--- config.mk ---
export PLATFORM = sky130hd
export DESIGN_NAME = agkf_mac
export DESIGN_NICKNAME = d
export VERILOG_FILES = /design/src/rtl/core/agkf_pkg.sv /design/src/rtl/core/agkf_mac.sv
export SDC_FILE = /design/constraint.sdc
export NUM_CORES = 2
export LEC_CHECK = 0
export ABC_AREA = 1
export BUFFER_PORTS_ARGS = -buffer_cell sky130_fd_sc_hd__clkbuf_2
export CAP_MARGIN = 30
export CORE_ASPECT_RATIO = 0.7
export CORE_MARGIN = 10
export CORE_UTILIZATION = 30
export CTS_CLUSTER_SIZE = 28
export DETAILED_ROUTE_END_ITERATION = 12
export MAX_ROUTING_LAYER = met4
export PLACE_DENSITY_LB_ADDON = 0.05
export SLEW_MARGIN = 5
export SYNTH_ARGS = -nofsm -noshare
export SYNTH_HDL_FRONTEND = slang
export SYNTH_SLANG_ARGS = --single-unit
--- constraint.sdc ---
create_clock -name clock -period 7.6 [get_ports clock]
set_input_delay 1.14 -clock clock [delete_from_list [all_inputs] [get_ports clock]]
set_output_delay 1.14 -clock clock [all_outputs]
set_load 0.05 [all_outputs]
--- src/rtl/core/agkf_pkg.sv ---
// ----------------------------------------------------------------------------
// agkf_pkg - shared types and constants of the angle/gyro Kalman fusion unit
// Register indexes, reset values, the control word of the multiply unit and
// the signed 32-bit saturation helper.
// ----------------------------------------------------------------------------
package agkf_pkg;

   localparam int unsigned WideW = 70;

   typedef enum logic [1:0] {
      CSR_Q_ANGLE   = 2'd0,
      CSR_Q_GYRO    = 2'd1,
      CSR_R_ANGLE   = 2'd2,
      CSR_STEP_TIME = 2'd3
   } csr_index_type;

   localparam logic [31:0] QAngleReset   = 32'd1073742;
   localparam logic [31:0] QGyroReset    = 32'd3221225;
   localparam logic [31:0] RAngleReset   = 32'd536870912;
   localparam logic [23:0] StepTimeReset = 24'd83886;
   localparam logic signed [31:0] OneQ30 = 32'sd1073741824;

   // Control of the shared multiply-accumulate unit.
   typedef struct packed {
      logic sub;      // subtract the rounded product instead of adding it
      logic shift30;  // round off 30 fraction bits instead of 24
   } mac_ctrl_type;

   function automatic logic signed [31:0] sat32(input logic signed [WideW-1:0] v);
      logic signed [WideW-1:0] hi;
      logic signed [WideW-1:0] lo;
      hi = WideW'(64'sd2147483647);
      lo = -WideW'(64'sd2147483648);
      if (v > hi) begin
         return 32'sh7fffffff;
      end else if (v < lo) begin
         return 32'sh80000000;
      end
      return v[31:0];
   endfunction

endpackage

--- src/rtl/core/agkf_mac.sv ---
// ----------------------------------------------------------------------------
// agkf_mac - shared multiply, round and accumulate unit
// Registers one signed product, then adds or subtracts it, rounded half up
// after 24 or 30 fraction bits, to an accumulator value and saturates.
// ----------------------------------------------------------------------------
module agkf_mac
   import agkf_pkg::*;
(
   input  logic               clock,
   input  logic               load,
   input  logic signed [35:0] op_a,
   input  logic signed [32:0] op_b,
   input  mac_ctrl_type       ctrl,
   input  logic signed [31:0] acc,
   output logic signed [31:0] result
);

   logic signed [68:0]       prod_ff;
   logic signed [68:0]       prod_in;
   logic signed [68:0]       rounded;
   logic signed [68:0]       shifted;
   logic signed [WideW-1:0]  total;

   assign prod_in = op_a * op_b;

   always_ff @(posedge clock) begin
      if (load) begin
         prod_ff <= prod_in;
      end
   end

   always_comb begin
      if (ctrl.shift30) begin
         rounded = prod_ff + (69'sd1 <<< 29);
         shifted = rounded >>> 30;
      end else begin
         rounded = prod_ff + (69'sd1 <<< 23);
         shifted = rounded >>> 24;
      end
      if (ctrl.sub) begin
         total = WideW'(acc) - WideW'(shifted);
      end else begin
         total = WideW'(acc) + WideW'(shifted);
      end
      result = sat32(total);
   end

endmodule

Word-level counts from Yosys, hierarchy flattened

Index checks and enable logic that the tools add are counted.

Bits in latches: 0
Word-level logic and storage cells: 15
Output and inout port bits: 32
Memories: 0
ROM bits: 0
Bits in registers: 69
RAM bits: 0

Add/subtract/negate cells: 4
$mul: 1
Eq/ne operators: 0
Reduce and logical (&&, ||, !) cells: 0
$lt $le $gt $ge: 2
Shift-type cells: 0
Divide/modulo/power cells: 0
Bitwise logic cells: 0
Mux-type cells: 7

Operators with widths:

| operator                 | number |
|---|---|
| $mux W32                 | 3 |
| $add A32 B69 Y70         | 1 |
| $gt A70 B32 Y1 const B   | 1 |
| $lt A70 B32 Y1 const B   | 1 |
| $mux W70                 | 1 |
| $sub A32 B69 Y70         | 1 |
| $add A69 B25 Y69 const B | 1 |
| $add A69 B31 Y69 const B | 1 |
| $mul A36 B33 Y69         | 1 |
| $mux W69                 | 1 |
| $mux W1                  | 2 |

Depth between registers and ports, before layout

Word-level depth: 8
Gate-level depth with buffers: 45
Mapped depth without buffers: 43

Worst setup path before layout

OpenSTA, ideal clock, no wires.

Path type: input to register
Start: in op_a[35]
End: reg prod_ff[61] (data pin)
Setup slack: -0.576 ns
Stages: 23
Arrival: 7.917 ns
Setup time: 0.259 ns
Path through: clkbuf_1 clkbuf_1 nand2_1 inv_1 fa_1 fa_1 fa_1 fa_1 inv_1 fa_1 fa_1 fa_1 inv_1 fa_1 ha_1 a21oi_1 inv_1 a31oi_1 a21boi_0 o21ai_0 a221oi_1 nand2_1 xor2_1

Longest elaborated chain between the ends: 1

Ends and longest elaborated chain:

| what                   | line           | text |
|---|---|---|
| start: declaration     | agkf_mac.sv:11 | `input logic signed [35:0] op_a,` |
| $mul A36 B33 Y69       | agkf_mac.sv:24 | `assign prod_in = op_a * op_b;` |
| net prod_in[61]        | agkf_mac.sv:19 | `logic signed [68:0] prod_in;` |
| end signal: assignment | agkf_mac.sv:28 | `prod_ff <= prod_in;` |
| end: declaration       | agkf_mac.sv:18 | `logic signed [68:0] prod_ff;` |

The timed path passes the listed nets, and every way through them passes these cells.
A chain may end at the register's enable or synchronous reset.

Final worst setup path

Start: in op_b[32]
End: reg prod_ff[60] (data pin)

Longest elaborated chain between the ends: 1

Ends and longest elaborated chain:

| what               | line           | text |
|---|---|---|
| start: declaration | agkf_mac.sv:12 | `input logic signed [32:0] op_b,` |
| $mul A36 B33 Y69   | agkf_mac.sv:24 |  |
| net prod_in[60]    | agkf_mac.sv:19 |  |

The timed path passes the listed nets, and every way through them passes these cells.

==> metrics.csv <==
stage;metric;value;unit
global_route;grt_use_total;21.9;%
global_route;antenna_found_initial;5;
status;status;finished, violations left;
final_layout;fillCellCount;18763;
final_layout;fin_nets;9978;
status;violations;setup timing;
floorplan;start_util;30.1;%
route;via_count;48381;
yosys;ys_ff_latch;46;
placed_design;gp_congestion;0.896;
final_layout;largest_reg_flops;46;
clock_network;cts.sinks;46;
yosys;synthCells;7273;
yosys;ys_warn_count;0;
final_layout;regArea;1380;um^2
floorplan;dieArea;197000;um^2
flow_run;max-cap-violations;0;
sta;hold_violations;0;
sta;timing.fmax;0.130;GHz
final_layout;design_area;72400;um^2
floorplan;coreArea;179000;um^2
sta;fin_ws;-81.7;ps
clock_network;tritoncts;done;
yosys;synthSimpleGateAreaFrac;22.2;%
setup_path;critPathCaptureType;flop;
clock_network;cts_inserted_buffers;5;
yosys;synth_top_family_by_area;adder cells;
route;drt-total-wl;214;mm
route;ant_nets;0;
clock_network;cts_buffer_depth;2;
yosys;async_flop_share;0;%
yosys;synth.most_common_cell;nand2_1;
placed_design;port_buffers;136;
global_route;gr-total-overflow;0;
floorplan;ioPinCount;137;
clock_network;htree_levels;2;
yosys;synthMuxAreaShare;0;%
yosys;synthAdderAreaFrac;52.7;%
yosys;synthTopCellsByCount;2074 x nand2_1, 1874 x inv_1, 1238 x fa_1;
setup_path;slowest_delay;650;ps
final_layout;multi_input_area;48000;um^2
yosys;netlist_area;53900;um^2
floorplan;std_cell_rows;130;
sta;period_minus_slack;7680;ps
yosys;ys_seq_area_share;2.56;%
floorplan;die_w;527;um
yosys;synth_compound_area_share;4.42;%
route;drtIter0Drc;3113;
sta;slew_viol_final;0;
placed_design;dp_hpwl;186;mm
clock_network;cts.clk_slew.worst_paths;70;ps
yosys;synth.distinct_cells;58;
floorplan;chipHeight;375;um
yosys;synth-xor-area-share;2.75;%
final_layout;largestRegisters;prod_ff (46);
yosys;ys.flop_type;edfxtp_1;
route;vias_per_cell;4.51;
sta;slew_headroom;53.1;%
route;drt-pass1-iter-count;6;
global_route;grt_pass1_wl;324;mm
yosys;yosysTopAreaCell;fa_1;
placed_design;dpl-instance-area;66500;um^2
setup_path;crit_fanout;19;
route;avgRoutedWirePerCell;19.9;um
final_layout;largest_register;prod_ff;
hold_path;hp-class;input port to flop;
yosys;ys_top_cells_by_area;fa_1 46%, nand2_1 14%, inv_1 13%, ha_1 6.7%, nor2_1 2.9%;
setup_path;path_class;input port to flop;
yosys;syn-mean-instance-area;7.41;um^2
yosys;syn_nets;8906;
setup_path;cp-start-kind;input port;
yosys;synth_edf_count;46;
clock_network;cts_root_buf;clkbuf_16;
sta;fin_setup_tns;-569;ps
sta;rsz0062_at_grt;true;
setup_path;required;7650;ps
route;drc_errors;0;
setup_path;cp_common_cell;fa_1;
setup_path;cp_slowest_cell;fa_2;
sta;finalCritPeriodShare;101;%
global_route;grt_max_degree;47;
yosys;netlist.area_leader.share;46.0;%
setup_path;cp.arrival;7730;ps
sta;setup_violations;11;
sta;worst_pin_slew;703;ps
global_route;grt_pass1_vias;50389;
final_layout;syn_to_final_growth;34.3;%
final_layout;final_layout_size_suffix_gt1_share;27.5;%
-- cell families after synthesis --
family	after synthesis
AOI/OAI and AO/OA	426
buffers and inverters	2187
DFF	46
and+or+nand+nor	2917
adders and majority gates	1528
xor gates and xnor gates	169
-- metal layers --
metal / track usage (%) / up-vias / wire (um)
li1: - / 23101 / -
met1: 34.8 / 24200 / 114000
met2: 30.6 / 1013 / 86100
met3: 2.53 / 67 / 11400
met4: 1.59 / 0 / 1810
met5: - / - / 0
-- cells in the final DEF, fill, tap and decap left out, types with 25 or more instances in the layout --
master	netlist	final
o21ai_2	3	28
nand2_4	4	32
a21oi_2	11	94
o21ai_0	108	45
fa_2	0	79
inv_1	1874	1806
nand3_1	170	146
fa_1	1238	1159
xnor2_1	59	52
buf_4	3	1004
ha_4	0	51
a21oi_1	201	96
inv_2	9	73
buf_6	1	78
nor2_1	413	260
nor2_2	20	108
xor2_1	110	89
nand2_2	51	186
nand4_1	51	51
nand2_1	2074	1908
nand3_2	4	26
or2_2	38	36
nor3_1	44	25
nor2_4	14	79
edfxtp_1	46	46
o21ai_1	17	52
buf_12	3	157
clkbuf_2	0	77
ha_1	290	239
-- worst max-delay path: cells and delay by family --
family / cells / cell delay (ps)
buffers and inverters: 9 / 830
AND/OR/NAND/NOR: 2 / 410
adder cells (fa/ha/maj): 9 / 4450
XOR/XNOR: 1 / 160
AO/OA/AOI/OAI: 4 / 730
-- metrics by stage --
step                      setup WS (ps)  hold WS (ps)  cells  utilization [%]
after floorplan                   -87.9          1250   7273                -
after global placement             -845          1820  10573             37.1
after detailed placement           -845          1830  10574             37.2
after CTS                          -137          1520  10637             38.7
after global routing               -295          1520  10722             40.5
final                             -81.7          1490  10723             40.5
-- worst paths after layout --
path	from	to	slack [ps]	cells after the start
setup / recovery	op_b[32]	prod_ff[60]	-80	25
hold / removal	load	prod_ff[30]	1490	2
-- area by class of cell --
| type | count | share of cell area (%) |
|---|---|---|
| multi-input cells | 5043 | 66.3 |
| repair buffers | 1362 | 17.7 |
| inverters | 1887 | 9.82 |
| well taps | 2376 | 4.11 |
| flip-flops and latches | 46 | 1.91 |
| clock buffers | 5 | 0.173 |
| clock inverters | 3 | 0.0225 |
| diodes | 1 | 0.00346 |
-- timing repair --
item,4_1_cts,5_1_grt
buffers inserted,51,80
cloned,10,6
pin swaps,178,299
hold buffers,0,0
endpoints found under the setup margin,77,78
resized for setup,476,685
Power is not shown: default switching activity piles up to over one toggle a cycle in this logic, so the estimate is an artifact.
