==> src/rtl/core/agkf_pkg.sv <==
// ----------------------------------------------------------------------------
// agkf_pkg - shared types and constants of the angle/gyro Kalman fusion unit
// Register indexes, reset values, the control word of the multiply unit and
// the signed 32-bit saturation helper.
// ----------------------------------------------------------------------------
package agkf_pkg;

   localparam int unsigned WideW = 70;

   typedef enum logic [1:0] {
      CSR_Q_ANGLE   = 2'd0,
      CSR_Q_GYRO    = 2'd1,
      CSR_R_ANGLE   = 2'd2,
      CSR_STEP_TIME = 2'd3
   } csr_index_type;

   localparam logic [31:0] QAngleReset   = 32'd1073742;
   localparam logic [31:0] QGyroReset    = 32'd3221225;
   localparam logic [31:0] RAngleReset   = 32'd536870912;
   localparam logic [23:0] StepTimeReset = 24'd83886;
   localparam logic signed [31:0] OneQ30 = 32'sd1073741824;

   // Control of the shared multiply-accumulate unit.
   typedef struct packed {
      logic sub;      // subtract the rounded product instead of adding it
      logic shift30;  // round off 30 fraction bits instead of 24
   } mac_ctrl_type;

   function automatic logic signed [31:0] sat32(input logic signed [WideW-1:0] v);
      logic signed [WideW-1:0] hi;
      logic signed [WideW-1:0] lo;
      hi = WideW'(64'sd2147483647);
      lo = -WideW'(64'sd2147483648);
      if (v > hi) begin
         return 32'sh7fffffff;
      end else if (v < lo) begin
         return 32'sh80000000;
      end
      return v[31:0];
   endfunction

endpackage

==> src/rtl/core/agkf_div.sv <==
// ----------------------------------------------------------------------------
// agkf_div - radix-2 gain divider
// Computes sat32(trunc(num * 2^30 / den)) for a positive denominator, one
// quotient bit per cycle, with an early overflow check.
// ----------------------------------------------------------------------------
module agkf_div
   import agkf_pkg::*;
(
   input  logic               clock,
   input  logic               reset,
   input  logic               start,
   input  logic signed [31:0] num,
   input  logic        [32:0] den,
   output logic               done,
   output logic signed [31:0] quot
);

   logic        busy_ff;
   logic        done_ff;
   logic [4:0]  cnt_ff;
   logic        neg_ff;
   logic        ovf_ff;
   logic [32:0] den_ff;
   logic [32:0] rem_ff;
   logic [31:0] sh_ff;
   logic [31:0] q_ff;

   logic [31:0] mag;
   logic [33:0] trial;
   logic        fits;
   logic signed [WideW-1:0] signed_q;

   assign mag   = num[31] ? 32'(-num) : 32'(num);
   assign trial = {rem_ff, sh_ff[31]};
   assign fits  = trial >= {1'b0, den_ff};

   always_ff @(posedge clock) begin
      if (reset) begin
         busy_ff <= 1'b0;
         done_ff <= 1'b0;
         cnt_ff  <= '0;
      end else begin
         done_ff <= 1'b0;
         if (start) begin
            busy_ff <= 1'b1;
            cnt_ff  <= '0;
         end else if (busy_ff) begin
            cnt_ff <= cnt_ff + 5'd1;
            if (cnt_ff == 5'd31) begin
               busy_ff <= 1'b0;
               done_ff <= 1'b1;
            end
         end
      end
   end

   always_ff @(posedge clock) begin
      if (start) begin
         neg_ff <= num[31];
         // The quotient needs more than 32 bits when |num| >= 4 * den.
         ovf_ff <= {5'd0, mag} >= {2'b0, den, 2'b00};
         den_ff <= den;
         rem_ff <= {3'd0, mag[31:2]};
         sh_ff  <= {mag[1:0], 30'd0};
         q_ff   <= '0;
      end else if (busy_ff) begin
         rem_ff <= fits ? 33'(trial - {1'b0, den_ff}) : trial[32:0];
         sh_ff  <= {sh_ff[30:0], 1'b0};
         q_ff   <= {q_ff[30:0], fits};
      end
   end

   always_comb begin
      if (neg_ff) begin
         signed_q = -WideW'({1'b0, q_ff});
      end else begin
         signed_q = WideW'({1'b0, q_ff});
      end
      if (ovf_ff) begin
         quot = neg_ff ? 32'sh80000000 : 32'sh7fffffff;
      end else begin
         quot = sat32(signed_q);
      end
   end

   assign done = done_ff;

endmodule

==> config.mk <==
export PLATFORM = sky130hd
export DESIGN_NAME = agkf_div
export DESIGN_NICKNAME = d
export VERILOG_FILES = /design/src/rtl/core/agkf_pkg.sv /design/src/rtl/core/agkf_div.sv
export SDC_FILE = /design/constraint.sdc
export NUM_CORES = 1
export LEC_CHECK = 0
export BUFFER_PORTS_ARGS = -buffer_cell sky130_fd_sc_hd__buf_2
export CELL_PAD_IN_SITES_DETAIL_PLACEMENT = 0
export CELL_PAD_IN_SITES_GLOBAL_PLACEMENT = 1
export CORE_AREA = 8 8 149 151
export CTS_CLUSTER_DIAMETER = 120
export DETAILED_ROUTE_END_ITERATION = 10
export DIE_AREA = 0 0 157 159
export PLACE_DENSITY = 0.82
export SLEW_MARGIN = 10
export SYNTH_ARGS = -nofsm -noshare
export SYNTH_HDL_FRONTEND = slang
export SYNTH_SLANG_ARGS = --single-unit
==> constraint.sdc <==
create_clock -name clock -period 4.15 [get_ports clock]
set_input_delay 0.2075 -clock clock [delete_from_list [all_inputs] [get_ports clock]]
set_output_delay 0.2075 -clock clock [all_outputs]
set_load 0.03 [all_outputs]
# Word level (Yosys, flattened, before mapping)
# Cells that the tools add are included.
# classes
addsub	4
magnitude_cmp	4
eq_ne	1
muxes	19
bitwise	1
n_reduce_logical	3
# ops
op	count
$mux 32	8
$gt 70x32->1 const B	1
$lt 70x32->1 const B	1
$mux 70	1
$neg 32->70	1
$mux 30	2
$ge 32x35->1	1
$ge 34x33->1	1
$mux 33	1
$sub 33x33->33	1
$neg 32->32	1
$mux 1	7
$add 5x1->5 const B	1
$eq 5x5->1 const B	1
$reduce_or 3->1	1
$reduce_bool 2->1	1
$reduce_or 2->1	1
$not 1->1	1
# word_totals
regBits	109
input_bits	68
output_inout_bits	33
elab_cells	42

# Logic depth before layout (Yosys ltp)
# depth
depth_word	8
depth_mapped	18
ltp_nobuf	16

# Least setup slack after synthesis
# Ideal clock, no wire load.
# synth_timing
kind	reg2out
startpoint	register q_ff[6]
endpoint	output quot[11]
t_arrival_ns	3.663
slack_ns	0.280
stages_incl_launch_ff	17
n_path_buf	3
cell_sequence	dfxtp_1 buf_6 nor4_4 and2_1 or3b_1 buf_2 or3_1 nor2_1 nand3_1 nor3b_1 ha_1 o41a_1 o21a_1 nand2b_1 a21boi_4 buf_2 o21ai_0
# synth_via
elab_chain_len	8
# synth_lines
element	line_no	text
start, declared	agkf_div.sv:26	logic [31:0] q_ff;
start signal, assigned	agkf_div.sv:69	q_ff <= {q_ff[30:0], fits};
$neg 32->70	agkf_div.sv:75	signed_q = -WideW'({1'b0, q_ff});
$mux 70 *	agkf_div.sv:74	if (neg_ff) begin
$lt 70x32->1	agkf_pkg.sv:36	end else if (v < lo) begin
$mux 1	agkf_pkg.sv:36	
$mux 1	agkf_pkg.sv:34	if (v > hi) begin
$mux 1	agkf_div.sv:79	if (ovf_ff) begin
$mux 32 *	agkf_pkg.sv:39	return v[31:0];
$mux 32 *	agkf_div.sv:79	
end, declared	agkf_div.sv:15	output logic signed [31:0] quot
# Mark *: on every way between the ends. The rest lies on a longest branch, timed or not. The select of a mux whose other input is x is not followed.

# Worst setup path after layout
# layout_timing
startpoint	register q_ff[6]
endpoint	output quot[26]
# Same word-level chain as after synthesis.

==> metrics.log <==
[metrics] share of total power consumed by net switching: 0.378
[metrics] Setup TNS: -0.374 ns
[metrics] share of total power in sequential cells: 0.344
[metrics] arrival time reported for the critical path endpoint: 3.98 ns
[metrics] cell count after synthesis: 1034
[metrics] Root Buffer Master: sky130_fd_sc_hd__clkbuf_16
[metrics] Tcrit/Tclk final: 1.01
[metrics] relative area change from synthesis to final layout: 14.6%
[metrics] cells along the critical path: nor4_4 -> and2_4 -> or3b_4 -> or3_4 -> nor2_4 -> nand3_2 -> nor3b_2 -> ha_1 -> o41a_1 -> o21a_1 -> nand2b_1 -> a21boi_4 -> buf_4 -> clkbuf_16 -> o21ai_2 -> buf_4
[metrics] antenna violations before repair: 0
[metrics] power dissipated by switching net loads: 1.45 mW
[metrics] final global-route overflow total: 0
[metrics] sum of net half-perimeters after detailed placement: 16700 um
[metrics] DRC viols: 0
[metrics] Max Freq: 0.239 GHz
[metrics] distinct cell type count after synthesis: 70
[metrics] cell type with the largest total area after synthesis: sky130_fd_sc_hd__edfxtp_1
[metrics] PnR Total Power: 3.83 mW
[metrics] number of H-tree branching levels: 3
[metrics] vias in the first global route: 7595
[metrics] number of nets in the synthesized netlist: approximately 1200
[metrics] setup violation total in the final timing report: 21
[metrics] combinational fraction of design power: 0.441
[metrics] setup ws final: -0.0360 ns
[metrics] share of total power in the clock network: 0.215
[metrics] maximum number of buffers from clock root to sink: 2
[metrics] cell type with the highest occurrence count on the critical path: sky130_fd_sc_hd__buf_4
[metrics] CP Buf/Inv Count: 3
[metrics] DIE HEIGHT: 159 um
[metrics] Hold Worst Slack: ~0.043 ns
[metrics] kind of start point of the critical path: flip-flop
[metrics] violated checks: negative setup slack
[metrics] Post-synth EDFFs: 67
[metrics] status: complete, but fails checks
[metrics] Post-Syn Area: 8760 sq um
[metrics] clock tree from TritonCTS: yes
[metrics] power per standard cell area: 381 nW/um^2
[metrics] fraction of synthesized cell area taken by the top area cell type: 0.230
[metrics] clock transition at the registers of the reported paths: 0.07 ns
[metrics] ys flop type: sky130_fd_sc_hd__edfxtp_1
[metrics] CP delay by family, top: simple AND/OR/NAND/NOR gates
[metrics] setup repair after global routing missed its margin: true
[metrics] sequential area share after synthesis: 0.326
[metrics] max-slew violation count: 0
[metrics] placeable core area: approximately 20000 sq um
[metrics] I/O pins: 101
[metrics] time the final worst path needs with I/O delays and setup: 4.19 ns
[metrics] worst-case setup slack after placement: about 0.17 ns
[metrics] DIE AREA: 25000 sq um
[metrics] Avg Synthesized Cell Area: roughly 8.5 sq um
[metrics] final wirelength: 22300 um
[metrics] number of antenna diodes: 0
[metrics] largest stage delay on the critical path: 0.41 ns
[metrics] final worst clock skew: 0.0135 ns
[metrics] Detailed Routing Iterations Pass 1: 4
[metrics] violation count after the first detailed-routing iteration: between 400 and 500
[metrics] footprint of the multi-input gates: 5360 sq um
[metrics] sink count of the clock tree: 109
[metrics] Nets: 1257
[metrics] Setup crit end kind: output pin
[metrics] Via-to-Cell Ratio: 5.50
[metrics] total number of placement rows: 52
[metrics] worst-margin pin slew: 1.15 ns
[metrics] count of endpoints failing hold in the final timing report: 0
[metrics] CTS buffer count: 9
[metrics] routed length per placed instance: 16.0 um
[metrics] worst hold path class: in2reg
[metrics] footprint of the flip-flops and latches: around 2900 sq um
[metrics] flop and latch count out of synthesis: between 100 and 150
[metrics] pin count of the biggest net entering global routing: 63
[metrics] Static Leak: 4.38 nW
[metrics] source-to-sink clock delay at the later pin of the worst-skew pair: approximately 0.36 ns
[metrics] die extent in x: 157 um
[metrics] routability congestion estimate: approximately 0.86
[metrics] worst setup path category: reg2out
[metrics] required time of the worst setup path: 3.94 ns
[metrics] global-route wire length before repair: 37200 um
[metrics] total number of yosys warnings: 0
[metrics] number of fillers in the final layout: 1915
[metrics] critical path fanouts, max: 7
[metrics] IR drop worst, VDD: 0.000263 V
[metrics] most common cell in the synthesized netlist: sky130_fd_sc_hd__nor2_1
[metrics] Pint: approximately 2.4 mW
[metrics] total number of vias: 7677
[metrics] number of input and output port buffers inserted: 100
[metrics] number of antenna-violating nets in the routed design: 0
[metrics] Max-cap violations: 0
[metrics] fraction of layout cells with a size suffix above 1: 0.166
[metrics] synth top area cells: sky130_fd_sc_hd__edfxtp_1 (23%), sky130_fd_sc_hd__ha_1 (9.7%), sky130_fd_sc_hd__dfxtp_1 (9.6%)
[metrics] worst-case headroom to the max-slew limit: 0.232
[metrics] starting density of the core: 0.441
[metrics] combined global-route utilization of all metal layers: 0.181
[metrics] critical-path cell with the highest stage delay: sky130_fd_sc_hd__or3_4
[metrics] Synth top cells by count: sky130_fd_sc_hd__nor2_1 (119), sky130_fd_sc_hd__a21oi_1 (87), sky130_fd_sc_hd__inv_1 (82), sky130_fd_sc_hd__o21ai_0 (76), sky130_fd_sc_hd__ha_1 (68)
[metrics] proportion of register bits with asynchronous set or reset after synthesis: 0
-- cells by family (layout without fill, tap and decap cells) --
family,count (synthesis),in the layout,synth area share
buffers and inverters,138,229,0.0653
flip-flops,109,109,0.326
XOR/XNOR,55,55,0.0550
multiplexers,39,39,0.0450
AND/OR/NAND/NOR,311,311,0.180
AO/OA/AOI/OAI,313,313,0.230
adder cells (fa/ha/maj),69,69,0.0994
-- stage by stage --
stage                     utilization  instances  cell area (sq um)
after floorplan                     -       1034               8760
after global placement          0.479       1367               9500
after detailed placement        0.479       1367               9500
after CTS                       0.503       1393               9980
after global routing            0.506       1395              10000
final                           0.506       1395              10000
-- worst paths after layout --
path	startpoint	endpoint	slack (ns)	cells past startpoint
setup reg to reg	rem_ff[6]	rem_ff[32]	0.82	10
hold reg to reg	rem_ff[32]	rem_ff[32]	0.49	2
setup / recovery	q_ff[6]	quot[26]	-0.04	16
hold / removal	den[10]	den_ff[10]	0.04	1
-- sequential cells by signal, summed over array words and instances (netlist names) --
register and count:
done 1, busy_ff 1, q_ff 32, ovf_ff 1, neg_ff 1, den_ff 33, rem_ff 33, cnt_ff 5
sh_ff 2
-- power groups by stage --
stage | registers, mW | clock network, mW | logic [mW]
after floorplan | 1.33 | 0 | 1.21
after global placement | 1.34 | 0 | 1.58
after detailed placement | 1.34 | 0 | 1.60
after CTS | 1.32 | 0.844 | 1.66
after global routing | 1.33 | 0.885 | 1.88
final | 1.32 | 0.822 | 1.69
-- per-layer routing --
layer	global-route usage	up-vias	wire length [um]
met2	0.293	190	10100
met3	0.0280	27	1150
met4	0.0538	0	386
li1	-	3931	-
met5	0	-	0
met1	0.243	3529	10600
-- placed cells by master (no fill, tap or decap), types with 10 or more instances in the layout --
cell,synthesis,routed
sky130_fd_sc_hd__ha_1,68,68
sky130_fd_sc_hd__o21ai_2,10,10
sky130_fd_sc_hd__buf_2,5,71
sky130_fd_sc_hd__o31ai_1,12,12
sky130_fd_sc_hd__nand2b_1,12,12
sky130_fd_sc_hd__a31oi_1,12,12
sky130_fd_sc_hd__o21a_1,21,21
sky130_fd_sc_hd__o211ai_1,11,11
sky130_fd_sc_hd__edfxtp_1,67,67
sky130_fd_sc_hd__mux2i_1,36,36
sky130_fd_sc_hd__nor3_1,35,35
sky130_fd_sc_hd__a22oi_1,16,16
sky130_fd_sc_hd__inv_1,82,82
sky130_fd_sc_hd__a21o_1,18,18
sky130_fd_sc_hd__xor2_1,17,17
sky130_fd_sc_hd__o21ai_1,2,10
sky130_fd_sc_hd__nor2_1,119,118
sky130_fd_sc_hd__clkbuf_16,0,10
sky130_fd_sc_hd__o21ai_0,76,68
sky130_fd_sc_hd__buf_4,0,52
sky130_fd_sc_hd__xnor2_1,38,38
sky130_fd_sc_hd__dfxtp_1,42,38
sky130_fd_sc_hd__nand4_1,13,13
sky130_fd_sc_hd__or3_1,15,14
sky130_fd_sc_hd__a21oi_1,87,87
sky130_fd_sc_hd__nand2_1,49,48
-- final cells by class --
type | instances | share of cell area
sequential | 109 | 0.285
multi-input combinational | 787 | 0.534
inverter | 83 | 0.0310
clock inverter | 6 | 0.00461
timing repair buffer | 130 | 0.0885
tap | 270 | 0.0337
clock buffer | 10 | 0.0228
-- what timing repair did --
| item | in CTS | in global routing |
|---|---|---|
| hold endpoints to repair | 1 | 0 |
| buffers inserted | 7 | 2 |
| resized for setup | 25 | 34 |
| cloned | 2 | 1 |
| endpoints found under the setup margin | 29 | 29 |
| hold buffers | 1 | 0 |
| pin swaps | 1 | 6 |
(Power assumes the default switching activity.)
